<file path="src/hw/rtl/tcw_pkg.sv">
// ----------------------------------------------------------------------------
// tcw_pkg - shared types and constants of the text console writer
//
// Opcodes, character codes, field widths and the command and status bundles
// that join the controller to the datapath.
// ----------------------------------------------------------------------------
package tcw_pkg;

   // Field widths of the request and response channels
   localparam int OPCODE_W    = 3;
   localparam int CHAR_W      = 8;
   localparam int ATTR_W      = 8;
   localparam int COL_FIELD_W = 7;
   localparam int ROW_FIELD_W = 5;
   localparam int LINEAR_W    = 11;
   localparam int CELL_W      = CHAR_W + ATTR_W;
   localparam int REQ_TDATA_W = 24;
   localparam int RSP_TDATA_W = 40;

   typedef logic [OPCODE_W-1:0] opcode_type;

   // Opcodes
   localparam opcode_type OP_PUT_CHAR   = 3'd0;
   localparam opcode_type OP_BACKSPACE  = 3'd1;
   localparam opcode_type OP_SET_CURSOR = 3'd2;
   localparam opcode_type OP_CLEAR      = 3'd3;
   localparam opcode_type OP_READ_CELL  = 3'd4;

   // Character codes with special meaning
   localparam logic [CHAR_W-1:0] CH_NL    = 8'd10;
   localparam logic [CHAR_W-1:0] CH_CR    = 8'd13;
   localparam logic [CHAR_W-1:0] CH_BS    = 8'd8;
   localparam logic [CHAR_W-1:0] CH_TAB   = 8'd9;
   localparam logic [CHAR_W-1:0] CH_SPACE = 8'd32;

   // Attribute after reset
   localparam logic [ATTR_W-1:0] RESET_ATTR = 8'd7;

   typedef enum logic [2:0] {
      KIND_PRINT,
      KIND_NL,
      KIND_CR,
      KIND_BS,
      KIND_TAB
   } char_kind_type;

   // Commands from the controller
   typedef struct packed {
      logic load;             // latch the request
      logic put;              // write character at cursor and advance
      logic newline;          // cursor to start of next row
      logic back;             // step back and blank the cell
      logic set_pos;          // cursor to requested position
      logic home;             // cursor to origin
      logic sweep_rst;        // restart the sweep address
      logic copy;             // copy one cell up by one row
      logic fill;             // write one blank cell at the sweep address
      logic fill_reset_attr;  // blank with the reset attribute
      logic read_cell;        // read the requested cell
      logic respond;          // load the response register
   } tcw_cmd_type;

   // Status back to the controller
   typedef struct packed {
      opcode_type    op;
      char_kind_type kind;
      logic          wrap_bottom;  // put at the last cell of the screen
      logic          last_row;     // cursor on the bottom row
      logic          tab_last;     // next put is the last space of a tab
      logic          tab_more;     // tab still has spaces to write
      logic          copy_last;    // last cell of the scroll copy
      logic          sweep_last;   // sweep at the last cell
      logic          out_free;     // response register can take a result
   } tcw_status_type;

endpackage

</file>
<file path="src/hw/rtl/tcw_ctrl.sv">
// ----------------------------------------------------------------------------
// tcw_ctrl - sequencer of the text console writer
//
// Walks each request through dispatch, character writes, scroll copy,
// blank fill and response, issuing one command bundle per cycle.
// ----------------------------------------------------------------------------
module tcw_ctrl (
   input  logic                   clock,
   input  logic                   reset,
   input  logic                   req_tvalid,
   output logic                   req_tready,
   input  tcw_pkg::tcw_status_type status,
   output tcw_pkg::tcw_cmd_type    cmd
);
   import tcw_pkg::*;

   typedef enum logic [2:0] {
      ST_INIT_FILL,
      ST_IDLE,
      ST_DISPATCH,
      ST_PUT,
      ST_SCROLL_COPY,
      ST_SCROLL_DRAIN,
      ST_FILL,
      ST_RESPOND
   } state_type;

   state_type state_ff, state_in;

   // Decode state and status into commands and the next state
   always_comb begin
      cmd        = '0;
      state_in   = state_ff;
      req_tready = 1'b0;
      unique case (state_ff)
         ST_INIT_FILL: begin
            cmd.fill            = 1'b1;
            cmd.fill_reset_attr = 1'b1;
            if (status.sweep_last) begin
               state_in = ST_IDLE;
            end
         end
         ST_IDLE: begin
            req_tready = 1'b1;
            if (req_tvalid) begin
               cmd.load = 1'b1;
               state_in = ST_DISPATCH;
            end
         end
         ST_DISPATCH: begin
            state_in = ST_RESPOND;
            unique case (status.op)
               OP_PUT_CHAR: begin
                  unique case (status.kind)
                     KIND_NL: begin
                        cmd.newline = 1'b1;
                        if (status.last_row) begin
                           cmd.sweep_rst = 1'b1;
                           state_in      = ST_SCROLL_COPY;
                        end
                     end
                     KIND_CR: ;
                     KIND_BS: cmd.back = 1'b1;
                     KIND_TAB, KIND_PRINT: state_in = ST_PUT;
                     default: ;
                  endcase
               end
               OP_BACKSPACE:  cmd.back = 1'b1;
               OP_SET_CURSOR: cmd.set_pos = 1'b1;
               OP_CLEAR: begin
                  cmd.sweep_rst = 1'b1;
                  state_in      = ST_FILL;
               end
               OP_READ_CELL:  cmd.read_cell = 1'b1;
               default: ;
            endcase
         end
         ST_PUT: begin
            cmd.put = 1'b1;
            priority if (status.wrap_bottom) begin
               cmd.sweep_rst = 1'b1;
               state_in      = ST_SCROLL_COPY;
            end else if (status.kind == KIND_TAB && !status.tab_last) begin
               state_in = ST_PUT;
            end else begin
               state_in = ST_RESPOND;
            end
         end
         ST_SCROLL_COPY: begin
            cmd.copy = 1'b1;
            if (status.copy_last) begin
               state_in = ST_SCROLL_DRAIN;
            end
         end
         ST_SCROLL_DRAIN: begin
            // let the last copied cell land before the blank fill
            state_in = ST_FILL;
         end
         ST_FILL: begin
            cmd.fill = 1'b1;
            if (status.sweep_last) begin
               priority if (status.op == OP_CLEAR) begin
                  cmd.home = 1'b1;
                  state_in = ST_RESPOND;
               end else if (status.op == OP_PUT_CHAR && status.kind == KIND_TAB &&
                            status.tab_more) begin
                  state_in = ST_PUT;
               end else begin
                  state_in = ST_RESPOND;
               end
            end
         end
         ST_RESPOND: begin
            if (status.out_free) begin
               cmd.respond = 1'b1;
               state_in    = ST_IDLE;
            end
         end
         default: state_in = ST_IDLE;
      endcase
   end

   // Hold state
   always_ff @(posedge clock) begin
      if (reset) begin
         state_ff <= ST_INIT_FILL;
      end else begin
         state_ff <= state_in;
      end
   end

endmodule

</file>
<file path="config.mk">
export PLATFORM = sky130hd
export DESIGN_NAME = tcw_ctrl
export DESIGN_NICKNAME = d
export VERILOG_FILES = /design/src/hw/rtl/tcw_pkg.sv /design/src/hw/rtl/tcw_ctrl.sv
export SDC_FILE = /design/constraint.sdc
export NUM_CORES = 1
export LEC_CHECK = 0
export CAP_MARGIN = 10
export CORE_AREA = 3 3 40 42
export DETAILED_ROUTE_END_ITERATION = 10
export DIE_AREA = 0 0 43 45
export DONT_BUFFER_PORTS = 1
export PLACE_DENSITY_LB_ADDON = 0.08
export SLEW_MARGIN = 40
export SYNTH_ARGS = -nofsm -noshare
export SYNTH_HDL_FRONTEND = slang
export SYNTH_SLANG_ARGS = --single-unit
</file>
<file path="constraint.sdc">
create_clock -name clock -period 3.9 [get_ports clock]
set_clock_uncertainty 0.1 [all_clocks]
set_input_delay 0.195 -clock clock [delete_from_list [all_inputs] [get_ports clock]]
set_output_delay 0.195 -clock clock [all_outputs]
set_load 0.01 [all_outputs]
</file>
==> results of run 1 <==
==> final cells by class <==
| type | instances | area, µm² | area share, % |
|---|---|---|---|
| well taps | 15 | 18.77 | 4.110 |
| inverters | 4 | 15.01 | 3.288 |
| repair buffers | 1 | 10.01 | 2.192 |
| flip-flops and latches | 3 | 60.06 | 13.15 |
| multi-input cells | 51 | 326.6 | 71.51 |
| clock buffers | 4 | 26.28 | 5.753 |
==> cell families after synthesis <==
kind of cell	count (synthesis)
flops	3
compound gates	18
buf+inv	7
xor+xnor	1
simple gates	32
==> worst max-delay path by stage <==
stage	to	slack, ps
detailed placement	state_ff[1]$_SDFFE_PP0P_	2090
global placement	state_ff[1]$_SDFFE_PP0P_	2080
finish	cmd[1]	2020
floorplan	cmd[1]	2330
global route	cmd[1]	1830
CTS	cmd[1]	2010
==> routing by layer <==
layer	vias to the layer above	share of wire (%)	routed length, µm	global-route usage [%]
met3	0	7.0	79	5.578
met5	-	0	0	0
met1	222	45	507	14.66
li1	237	-	-	-
met4	0	0	0	1.807
met2	20	48	538	21.56
==> power groups by stage <==
stage | Clock [mW] | Combinational (mW) | Sequential (mW)
after CTS | 0.0555 | 0.0337 | 0.0397
after floorplan | 0 | 0.0321 | 0.0353
final | 0.0540 | 0.0333 | 0.0397
after global placement | 0 | 0.0333 | 0.0407
after detailed placement | 0 | 0.0325 | 0.0401
after global routing | 0.0599 | 0.0377 | 0.0409
==> layout by cell type (no fill, tap or decap) <==
master	n
nor2_1	6
nand2_1	5
inv_1	4
nor3_1	4
a31oi_1	3
nor2b_1	3
o21ai_0	3
clkbuf_4	3
dfxtp_1	3
nand2b_1	2
and3_1	2
nor4b_1	2
and2_1	2
o32ai_1	2
a211oi_1	2
or3_4	1
nor4b_2	1
nand3b_1	1
a21oi_1	1
a21o_1	1
nor4_1	1
xor2_1	1
a2bb2oi_1	1
o31a_1	1
o211ai_1	1
o311ai_1	1
a41oi_1	1
nand3_1	1
or4_1	1
o2bb2ai_1	1
clkbuf_1	1
dlygate4sd3_1	1
==> metrics by stage <==
step	setup slack [ps]	cell area, µm²	hold slack, ps	std cells	util (%)
3_5_place_dp	2094	420.4	179.2	73	32.72
4_1_cts	2013	456.7	83.69	78	35.54
6_report	2024	456.7	91.25	78	35.54
3_3_place_gp	2080	420.4	181.7	73	32.72
5_1_grt	1828	456.7	98.14	78	35.54
2_1_floorplan	2330	414.1	173.5	61	-
==> synthesized netlist by cell type, drive strengths merged (2+ instances only) <==
cell,number,area [µm²]
dfxtp,3,60.06
nor3,4,20.02
a31oi,3,18.77
and3,2,12.51
nand2b,2,12.51
and2,2,12.51
nor4b,3,32.53
nor2b,3,18.77
inv,4,15.01
clkbuf,2,7.510
nor2,6,22.52
a211oi,2,15.01
o32ai,2,17.52
o21ai,3,15.01
nand2,5,18.77
==> critical path, stage by stage (launching register included) <==
cell     delay (ps)
dfxtp_1         610
nand2_1         210
nor4b_1         530
==> timing repair <==
action / 4_1_cts / 5_1_grt
hold buffers: 1 / 0
setup endpoints to repair: 0 / 0
endpoints found under the hold margin: 3 / 0
==> run summary, run 1 <==
After synthesis, flip-flops and latches occupy roughly 15% of the total area. The area growth from synthesis to layout came out at 10.27%. The register bank with the most flops is state_ff. The final count of pins violating max slew came out at 0.

The total DRC errors in the routed layout is 0. The power dissipated by switching net loads came out at between 0.04 and 0.05 mW. The half-perimeter wire length of the detailed placement result is slightly above 900 µm. STA classifies the critical path startpoint as a flip-flop. The initial utilization of the core area, before any placement, comes to between 30% and 40%. The number of global-route vias before repair is 429. The startpoint identified for the worst hold timing path is reset.

The number of antenna violations at the first check in global routing is 0. The first TritonRoute pass finished after 4 iterations. The clock tree buffer depth is 2. The share of the synthesized area in compound gates (AO/OA/AOI/OAI) came out at a little under a third. After layout, the design draws a total of between 0.1 and 0.15 mW. The number of input and output port buffers inserted is 0. The per-cell routed wire length is roughly 14 µm. The final setup TNS came out at 0 ps. The first-pass GRT wire length came out at 1904 µm. The number of DRC markers after the initial detailed-route iteration is 12. The count of cells resized by post-cts repair is 0. The post-synthesis async set-or-reset flop share is 0%. After synthesis, the largest family of logic cells by area is simple AND/OR/NAND/NOR gates. Clock-pin slew was measured on the worst setup and hold paths at about 40 ps.

The clock root buffer is clkbuf_4. Setup repair after global routing left no endpoint under its margin. The setup slack of the worst register-to-register path is 2090 ps.

The die covers around 0.0019 mm². Yosys mapped the design onto 31 distinct sky130hd cell types. The net count of the mapped netlist came out at 77. The worst setup path is of the flip-flop to output port kind. The sequential fraction of design power came out at 31.2%. The maximum number of pins on one net before global-route repair is 17. The primary flip-flop cell chosen by synthesis mapping is dfxtp_1.

Global routing used roughly an eighth of the available tracks. During I/O placement, the number of pins put on the boundary was 29. The depth of the CTS H-tree came out at 1.

TritonCTS built the clock tree. The largest registers in the layout are state_ff: 3 flops. Dividing the final minimum period by the clock period gives 48.10%. The final net count is 80. The minimum clock period after layout is approximately 1900 ps. Summing the areas of all and, or, nand and nor instances in the mapped netlist gives roughly 45% of the synthesized area. The run finished with clean final reports. The average instance in the mapped netlist occupies 6.789 µm². The worst path required time is approximately 3600 ps. The share of power burned in the clock network came out at between 40 and 50%.

The switching share of power came out at 32.21%. The worst hold-check path type is input pin to flip-flop. The adder-cell share of the synthesized area came out at 0%. The floorplan step set the die height to between 40 and 50 µm.

The CTS sink count came out at 3. The instance count along the most critical hold path came out at 3. In this run the standard cell core region covers roughly 0.0013 mm². Once the clock tree was built, the setup fixing pass inserted 0 buffers. For the pin with the worst max-slew slack, the measured transition is approximately 550 ps. The width of the die is between 40 and 50 µm. The sum of overflow across all layers after global routing came out at 0.

The register with the most flip-flops in the layout has 3 of them. In this run, synthesis inferred 0 flip-flops with an integrated enable. The peak fanout along the critical path came out at 16.

The routed via count is roughly 480. The number of warnings reported in the yosys synthesis log came out at 0. The number of max-capacitance violations reported came out at 0. The cell area after synthesis came out at around 410 µm². The worst register-to-register path begins at state_ff[1]$_SDFFE_PP0P_. The share of power burned in combinational logic came out at about a quarter. The worst-case IR drop observed on VDD is 122.5 µV. The worst pin sits at a relative slew slack of a little over three fifths. In this run the worst setup path begins at state_ff[1]$_SDFFE_PP0P_.

The number of endpoints with negative hold slack in the final report is 0. The number of clock buffers added by TritonCTS is 3. Of the total synthesized cell area, the portion taken by XOR and XNOR cells is between 2 and 2.5%. In the final layout, the share of cells above drive strength 1 is 7.937%.

The endpoint arrival time on the critical path came out at 1580 ps. Power spread over the standard cell area amounts to between 200 and 300 mW/mm². The synthesized instance count is 61. The total of fill cells in the finished design came out at 148. Multiplexer cells account for 0% of the synthesized area. The final weighted congestion in routability-driven placement came out at between 0.7 and 0.8. The detailed-route vias per instance is ~6.1. Internal power comes to roughly 0.086 mW. The worst register-to-register path ends at state_ff[2]$_SDFFE_PP0P_. For hold timing, the worst endpoint is state_ff[2]$_SDFFE_PP0P_. After floorplanning, the core was divided into 13 placement rows. The number of routed nets with antenna violations came out at 0. For this block, the routed nets add up to about 1100 µm of wire. The cell count of the worst reg-to-reg path is 5. The clock network latency to the later pin of the worst-skew pair came out at 230 ps. The worst setup path is captured at an output port. The analysis attributes to cell leakage a power of between 0.1 and 0.15 nW. Synthesis inferred 3 register bits. The timing-limited maximum frequency came out at roughly 0.53 GHz. The antenna diode instance count came out at 0. Setup violations remaining at the end of the flow were counted as 0.
(Power assumes the default switching activity.)
==> run 2: changes to the inputs <==
- ABC_AREA: unset -> 1
- clock period: 3.9 -> 1.9 ns (I/O delays scaled with it)
==> run 2 against run 1 <==
  * Sequential power grew to 3.8 times the previous value
  * Highest routed layer unchanged
  * Critical endpoint is now cmd[8]
  * Die area unchanged
  * Sequential share of layout area shrank 1.3 points
==> run summary, run 2 <==
The run finished with clean final reports. STA classifies the critical path startpoint as a flip-flop. The cell area power density is 1332 mW/mm² (+380%). The detailed-route vias per instance is 4.808 (-22%).

The CTS clock-pin slew for the worst setup and hold paths came out at 40 ps (about the same). The number of endpoints with negative hold slack in the final report is 0 (unchanged). The peak fanout along the critical path came out at 8 (-8). The final weighted congestion in routability-driven placement came out at 0.7289 (+0.98%). The cell count of the worst reg-to-reg path came to 9 (+4). The number of distinct library cell variants in the gate-level netlist after synthesis came out at 21 (-32%). The depth of the CTS H-tree is 1 (unchanged).

The CTS sink count came out at 3 (unchanged). The number of primary I/O pins was 29 (unchanged). The number of DRC markers after the initial detailed-route iteration was 12 (unchanged). The clock network latency to the later pin of the worst-skew pair is 230 ps (about the same). In the final layout, the registers with the most flip-flops are state_ff: 3 flops. The critical path is of the flip-flop to output port type. The flip-flop count of the largest register, all copies and words added is 3 (unchanged). The final net count came to 106 (+33%). The number of warnings reported in the yosys synthesis log is 0 (unchanged). The reported leakage power came out at 0.2522 nW (+70%). The final count of pins violating max slew is 0 (unchanged).

The power dissipated by switching net loads is 0.3692 mW (+800%). The average instance area after synthesis is 5.354 µm² (-21%). The number of global-route vias before repair is 464 (+8.2%). Leaving out fill and tap cells, the most frequent cell in the layout is nand2_1.

The first-pass GRT wire length was 1897 µm (-0.37%). The maximum number of pins on one net before global-route repair is 9 (-8). The number of max-capacitance violations reported came out at 0 (unchanged). The synthesized instance count is 86 (+41%).

TritonCTS built the clock tree. The internal power contribution is 0.3039 mW (+250%). The timing-limited maximum frequency came out at 0.5651 GHz. The number of routed nets with antenna violations is 0 (unchanged).

The number of search-and-repair iterations in the first detailed-routing pass is 5 (+1). The portion of the clock cycle consumed by the worst path in the final layout is about 93%. The register bank with the most flops is state_ff.

The largest incremental delay on the critical path came out at 500 ps (-110 ps). The number of setup violations in the final report is 0 (unchanged). The share of Yosys cell area claimed by the top area cell type came out at 14.67% (+0.17 points). The half-perimeter wire length of the detailed placement result came to 985.3 µm (+8.5%).

The area of the placeable core is 0.001285 mm² (unchanged). By instance count, the leading cell after synthesis is nand2_1. The smallest clock period supported by the final layout is computed as around 1800 ps. The area growth from synthesis to layout is 9.783%.

The overall power after layout is 0.6731 mW (+430%). The total routing usage reported by global routing is 12.72% (+0.24 points). The cell family with the largest share of critical-path delay is simple AND/OR/NAND/NOR gates.

STA classifies the critical path endpoint as an output port. The switching share of power was 54.85% (+23 points). The peak ir drop on the vdd network is 644.9 µV (+430%). The routed via count is 500 (+4.4%). The number of standard-cell rows in the floorplan came out at 13 (unchanged). The sequential fraction of design power came out at 22.2% (-9.0 points). The number of buffers inserted during clock tree synthesis came out at 3 (unchanged). The effective utilization at floorplan is 35.83% (+3.6 points). The share of power burned in the clock network is 16.4% (-26 points). The final setup TNS was 0 ps (unchanged). The net count of the mapped netlist came out at 102 (+32%). Yosys attributes the largest share of cell area to nand2_1 15%, dfxtp_1 13%, inv_1 11%, nand3_1 9.8%, nor2_1 8.2%.

The cell area after synthesis came out at 460.4 µm² (+11%). In this run the critical register-to-register path is captured at state_ff[2]$_SDFFE_PP0P_. The chip height came out at 45 µm (unchanged).

The pin slew with the least headroom to its limit came out at 523.3 ps (-29.84 ps). The total of fill cells in the finished design is 143 (-3.4%). The per-cell routed wire length came to 11.21 µm (-22%). The fraction of layout instances using a drive strength above 1 is 17.98% (+10 points).

The post-synthesis async set-or-reset flop share came out at 0% (unchanged). The register area share after synthesis came out at 13.04% (-1.5 points). The width of the die came out at 43 µm (unchanged). In this run the critical register-to-register path is launched from state_ff[2]$_SDFFE_PP0P_.

The total DRC errors in the routed layout is 0 (unchanged). The setup slack of the worst register-to-register path came to 460 ps (-1630 ps). The sum of buffers and inverters on the critical path is 1 (+1). Walking the worst path, the cells encountered are nand2_1 > nor2_2 > inv_2 > nor4_1.

The worst-path cell with the longest stage delay is dfxtp_1. The cell sitting at the root of the clock tree is a clkbuf_4. The clock tree buffer depth came out at 2 (unchanged).

Setup repair after global routing left no endpoint under its margin. The die area came out at 0.001935 mm² (unchanged). The worst max-slew margin expressed relative to the limit came out at 64.79% (+2.2 points). The routed wire length came to 1166 µm (+3.6%). The number of antenna violations at the first check in global routing came to 0 (unchanged). The count of flip-flops with a built-in enable after synthesis came out at 0 (unchanged). The sum of overflow across all layers after global routing is 0 (unchanged).

The final worst hold slack is 104.7 ps (+13.43 ps). The count of state elements after synthesis is 3 (unchanged). nand2_1 takes more of the synthesized area than any other cell. The antenna diode instance count was 0 (unchanged). The tightest min-delay check is of the input pin to flip-flop type. The primary flip-flop cell chosen by synthesis mapping is dfxtp_1. In the layout the commonest cells are 18 x nand2_1, 13 x inv_1, 10 x nor2_1. The total setup buffers inserted after CTS came out at 0 (unchanged). The endpoint arrival time on the critical path is 1570 ps (about the same). After synthesis, the most frequently instantiated cells are 18 x nand2_1, 13 x inv_1, 10 x nor2_1, 9 x nand3_1. The instance count along the most critical hold path was 5 (+2). For hold timing, the worst endpoint is state_ff[2]$_SDFFE_PP0P_.

The share of power burned in combinational logic was 61.4% (+35 points). The worst path required time is 1700 ps (-1910 ps). The worst hold path begins at status[3]. The number of input and output port buffers inserted came out at 0 (unchanged).
## run 2: cell types whose count changed after synthesis, moves of 3 or more
| cell | delta |
|---|---|
| a21oi_1 | +4 |
| inv_1 | +9 |
| inv_2 | +5 |
| nand2_1 | +13 |
| nand2_2 | +3 |
| nand3_1 | +8 |
| nor2_1 | +4 |
| nor2b_1 | -3 |
| o21ai_0 | -3 |
## run 2: worst max path at each step
stage          slack (ps)  depth (start not counted)  endpoint                     start
6_report              130                          4    cmd[8]  state_ff[1]$_SDFFE_PP0P_
4_1_cts               120                          4    cmd[8]  state_ff[1]$_SDFFE_PP0P_
2_1_floorplan         510                          6    cmd[8]  state_ff[2]$_SDFFE_PP0P_
5_1_grt                50                          4    cmd[1]  state_ff[1]$_SDFFE_PP0P_
3_3_place_gp          400                          4    cmd[8]  state_ff[1]$_SDFFE_PP0P_
3_5_place_dp          370                          4    cmd[8]  state_ff[1]$_SDFFE_PP0P_
## run 2: power by group through the flow
stage	registers, mW	logic (mW)	clock network (mW)
global route	0.157	0.473	0.124
floorplan	0.106	0.403	0
global placement	0.149	0.418	0
CTS	0.149	0.420	0.113
detailed placement	0.150	0.416	0
finish	0.150	0.413	0.110
## run 2: through the flow
stage / setup WS (ps) / util [%] / instance area, µm² / std cells
3_3_place_gp: 400.8 / 36.51 / 469.2 / 99
5_1_grt: 45.82 / 39.34 / 505.5 / 104
3_5_place_dp: 366.5 / 36.51 / 469.2 / 99
2_1_floorplan: 511.1 / - / 460.4 / 86
4_1_cts: 119.0 / 39.34 / 505.5 / 104
6_report: 130.4 / 39.34 / 505.5 / 104
## run 2: area by class of cell
| class | count | area, µm² | area share, % |
|---|---|---|---|
| clock buffers | 4 | 26.28 | 5.198 |
| inverters | 19 | 72.57 | 14.36 |
| multi-input cells | 62 | 317.8 | 62.87 |
| flip-flops and latches | 3 | 60.06 | 11.88 |
| well taps | 15 | 18.77 | 3.713 |
| repair buffers | 1 | 10.01 | 1.980 |
## run 2: worst reg2reg max path, stage by stage (launching register included)
cell and delay (ps):
dfxtp_1 470, clkinv_2 160, nand3_1 120, inv_1 110, nand2_1 80, nand2_1 50
nor2_1 80, nand2_1 60, nand2_1 60, a21oi_1 50
## run 2: metal layers
metal	up-vias	track usage, %	wire length, µm	share of wire [%]
met5	-	0	0	0
met4	0	7.229	0	0
met3	0	1.992	77	6.6
met2	16	18.26	526	45
met1	207	17.99	562	48
li1	277	-	-	-
## run 2: cell families after synthesis
kind of cell           share of synthesized area [%]
flip-flops                                     13.04
AO/OA/AOI/OAI                                  8.425
AND/OR/NAND/NOR                                60.60
buffers and inverters                          17.93
## run 2: what timing repair did
item	4_1_cts	5_1_grt
hold buffers	1	0
gates resized for setup	0	0
hold endpoints to repair	3	0
==> run 3: changes to the inputs <==
- RECOVER_POWER: unset -> 100
==> run 3 against run 2 <==
  * Final cell count unchanged
  * Largest power group unchanged
  * Worst setup slack improved by 48 ps
  * Design area shrank 4.0%
  * Critical path depth unchanged
  * Hold slack lost 2.3 ps
  * Clock power barely moved
  * Critical path type unchanged
  * Die area unchanged
  * Highest routed layer unchanged
==> run summary, run 3 (synthesis gave the netlist of run 2 again) <==
The number of search-and-repair iterations in the first detailed-routing pass is 4 (-1). By startpoint and endpoint, the worst setup path is classified as flip-flop to output port. The pin slew with the least headroom to its limit is 523.2 ps (-0.1284 ps). The antenna diode instance count came out at 0 (unchanged). The number of buffers inserted during clock tree synthesis is 3 (unchanged).

The internal power contribution came out at 0.2896 mW (-4.7%). The worst max-slew margin expressed relative to the limit came out at 64.80% (about the same). The clock tree buffer depth came to 2 (unchanged). The share of power burned in combinational logic was 60.1% (-1.3 points). The first-pass GRT wire length is 1897 µm (unchanged). The depth of the CTS H-tree came out at 1 (unchanged). The width of the die is 43 µm (unchanged). The clock network latency to the later pin of the worst-skew pair came out at 230 ps (about the same).

The switching share of power is 54.20% (-0.65 points). The maximum number of pins on one net before global-route repair came out at 9 (unchanged). The final worst hold slack is 102.4 ps (-2.250 ps). The peak fanout along the critical path came out at 8 (unchanged). The final setup TNS is 0 ps (unchanged). The number of max-capacitance violations reported came to 0 (unchanged).

The reported leakage power came to 0.2523 nW (about the same). The final net count is 106 (unchanged). The run finished with clean final reports. The worst hold-check path type is input pin to flip-flop. The number of primary I/O pins is 29 (unchanged). The library cell used most frequently in the layout, excluding fill and tap cells, is nand2_1.

The number of setup violations in the final report is 0 (unchanged). The effective utilization at floorplan came to 35.83% (unchanged). The worst path required time is 1700 ps (about the same). The flip-flop count of the largest register, all copies and words added is 3 (unchanged). The number of DRC markers after the initial detailed-route iteration came out at 6 (-6). The number of standard-cell rows in the floorplan is 13 (unchanged). The cell area power density came to 1302 mW/mm² (-2.2%). The endpoint arrival time on the critical path came out at 1530 ps (-40 ps). The number of input and output port buffers inserted came out at 0 (unchanged). The area of the placeable core came out at 0.001285 mm² (unchanged). The critical path goes through nand2_1 > nor2_2 > inv_1 > nor4_1.

The final weighted congestion in routability-driven placement is 0.7289 (unchanged). The per-cell routed wire length is 11.34 µm (+1.1%). The total DRC errors in the routed layout was 0 (unchanged). The chip height came out at 45 µm (unchanged). The total routing usage reported by global routing is 12.72% (unchanged). The tree is rooted in a clkbuf_4.

The routed wire length is 1179 µm (+1.1%). The post-route standard cell area excluding fillers came out at 485.5 µm² (-4.0%). state_ff holds more flip-flops than any other register. The routed via count came out at 505 (+1.0%).

The library cells used most frequently in the layout, excluding fill and tap cells, are 21 x nand2_1, 16 x inv_1, 11 x nor2_1. The fraction of layout instances using a drive strength above 1 came out at 8.989% (-9.0 points). The half-perimeter wire length of the detailed placement result came to 985.3 µm (unchanged). The peak ir drop on the vdd network is 612.9 µV (-5.0%). The area growth from synthesis to layout came out at 5.435%. The number of endpoints with negative hold slack in the final report is 0 (unchanged). STA classifies the critical path endpoint as an output port.

The total cell area at the placement stage is 469.2 µm² (unchanged). The largest incremental delay on the critical path came out at 450 ps (-50 ps). The die area is 0.001935 mm² (unchanged). The number of global-route vias before repair came to 464 (unchanged). The count of cells resized by post-cts repair is 0 (unchanged). The final count of pins violating max slew is 0 (unchanged).

The worst setup path is launched from a flip-flop. The timing-limited maximum frequency is 0.5808 GHz (+2.8%). The minimum clock period after layout is 1722 ps (-47.84 ps). The slowest stage of the critical path is the dfxtp_1 cell.

The detailed-route vias per instance came out at 4.856 (+1.0%). Setup repair after global routing left no endpoint under its margin. The sequential fraction of design power came out at 22.4% (+0.2 points). The CTS clock-pin slew for the worst setup and hold paths came out at 40 ps (about the same). The total of fill cells in the finished design is 147 (+2.8%). The share of power burned in the clock network is 17.5% (+1.1 points).

The CTS sink count came out at 3 (unchanged). The TritonCTS clock tree is built. The portion of the clock cycle consumed by the worst path in the final layout came to 90.62% (-2.5 points). The largest registers in the layout are state_ff: 3 flops.

The power dissipated by switching net loads is 0.3427 mW (-7.2%). The number of antenna violations at the first check in global routing was 0 (unchanged). The number of routed nets with antenna violations is 0 (unchanged). The sum of overflow across all layers after global routing is 0 (unchanged).
[run 3: cell counts in the layout (fill, tap and decap cells not counted)]
Identical to the previous run, type by type.
[run 3: per-stage QoR]
stage | total power, mW | worst slack (ps) | util [%] | std cells
2_1_floorplan | 0.5093 | 511.1 | - | 86
3_3_place_gp | 0.5675 | 400.8 | 36.51 | 99
3_5_place_dp | 0.5660 | 366.5 | 36.51 | 99
4_1_cts | 0.6821 | 119.0 | 39.34 | 104
5_1_grt | 0.7130 | 67.94 | 37.78 | 104
6_report | 0.6322 | 178.2 | 37.78 | 104
[run 3: worst max-delay path, delay by kind of cell, from the launching register on]
kind / cells / cell delay (ps)
buffers and inverters: 1 / 120
DFF: 1 / 450
and+or+nand+nor: 3 / 730
[run 3: worst paths after layout]
path	cells past startpoint	startpoint	end	slack, ps
hold reg to reg	2	state_ff[1]$_SDFFE_PP0P_	state_ff[1]$_SDFFE_PP0P_	470
setup reg to reg	8	state_ff[0]$_SDFFE_PP0P_	state_ff[2]$_SDFFE_PP0P_	400
hold / removal	5	status[3]	state_ff[2]$_SDFFE_PP0P_	100
setup / recovery	4	state_ff[1]$_SDFFE_PP0P_	cmd[8]	180
[run 3: what timing repair did]
| action | in CTS | in global routing |
|---|---|---|
| setup buffers | 0 | 0 |
| hold endpoints to repair | 3 | 0 |
| hold buffers | 1 | 0 |
[run 3: cell type report]
class | count | area (µm²) | share of cell area (%)
Tap cell | 15 | 18.77 | 3.866
Multi-Input combinational cell | 62 | 297.8 | 61.34
Sequential cell | 3 | 60.06 | 12.37
Timing Repair Buffer | 1 | 10.01 | 2.062
Inverter | 19 | 72.57 | 14.95
Clock buffer | 4 | 26.28 | 5.412
[run 3: layer usage]
metal / part of all wire [%] / vias to the layer above / global-route usage [%]
li1: - / 278 / -
met1: 48 / 212 / 17.99
met2: 45 / 15 / 18.26
met3: 6.7 / 0 / 1.992
met4: 0 / 0 / 7.229
met5: 0 / - / 0
[run 3: power by group through the flow]
stage	Sequential [mW]	Clock (mW)	Combinational (mW)
6_report	0.141	0.111	0.380
2_1_floorplan	0.106	0	0.403
5_1_grt	0.149	0.124	0.440
3_5_place_dp	0.150	0	0.416
3_3_place_gp	0.149	0	0.418
4_1_cts	0.149	0.113	0.420
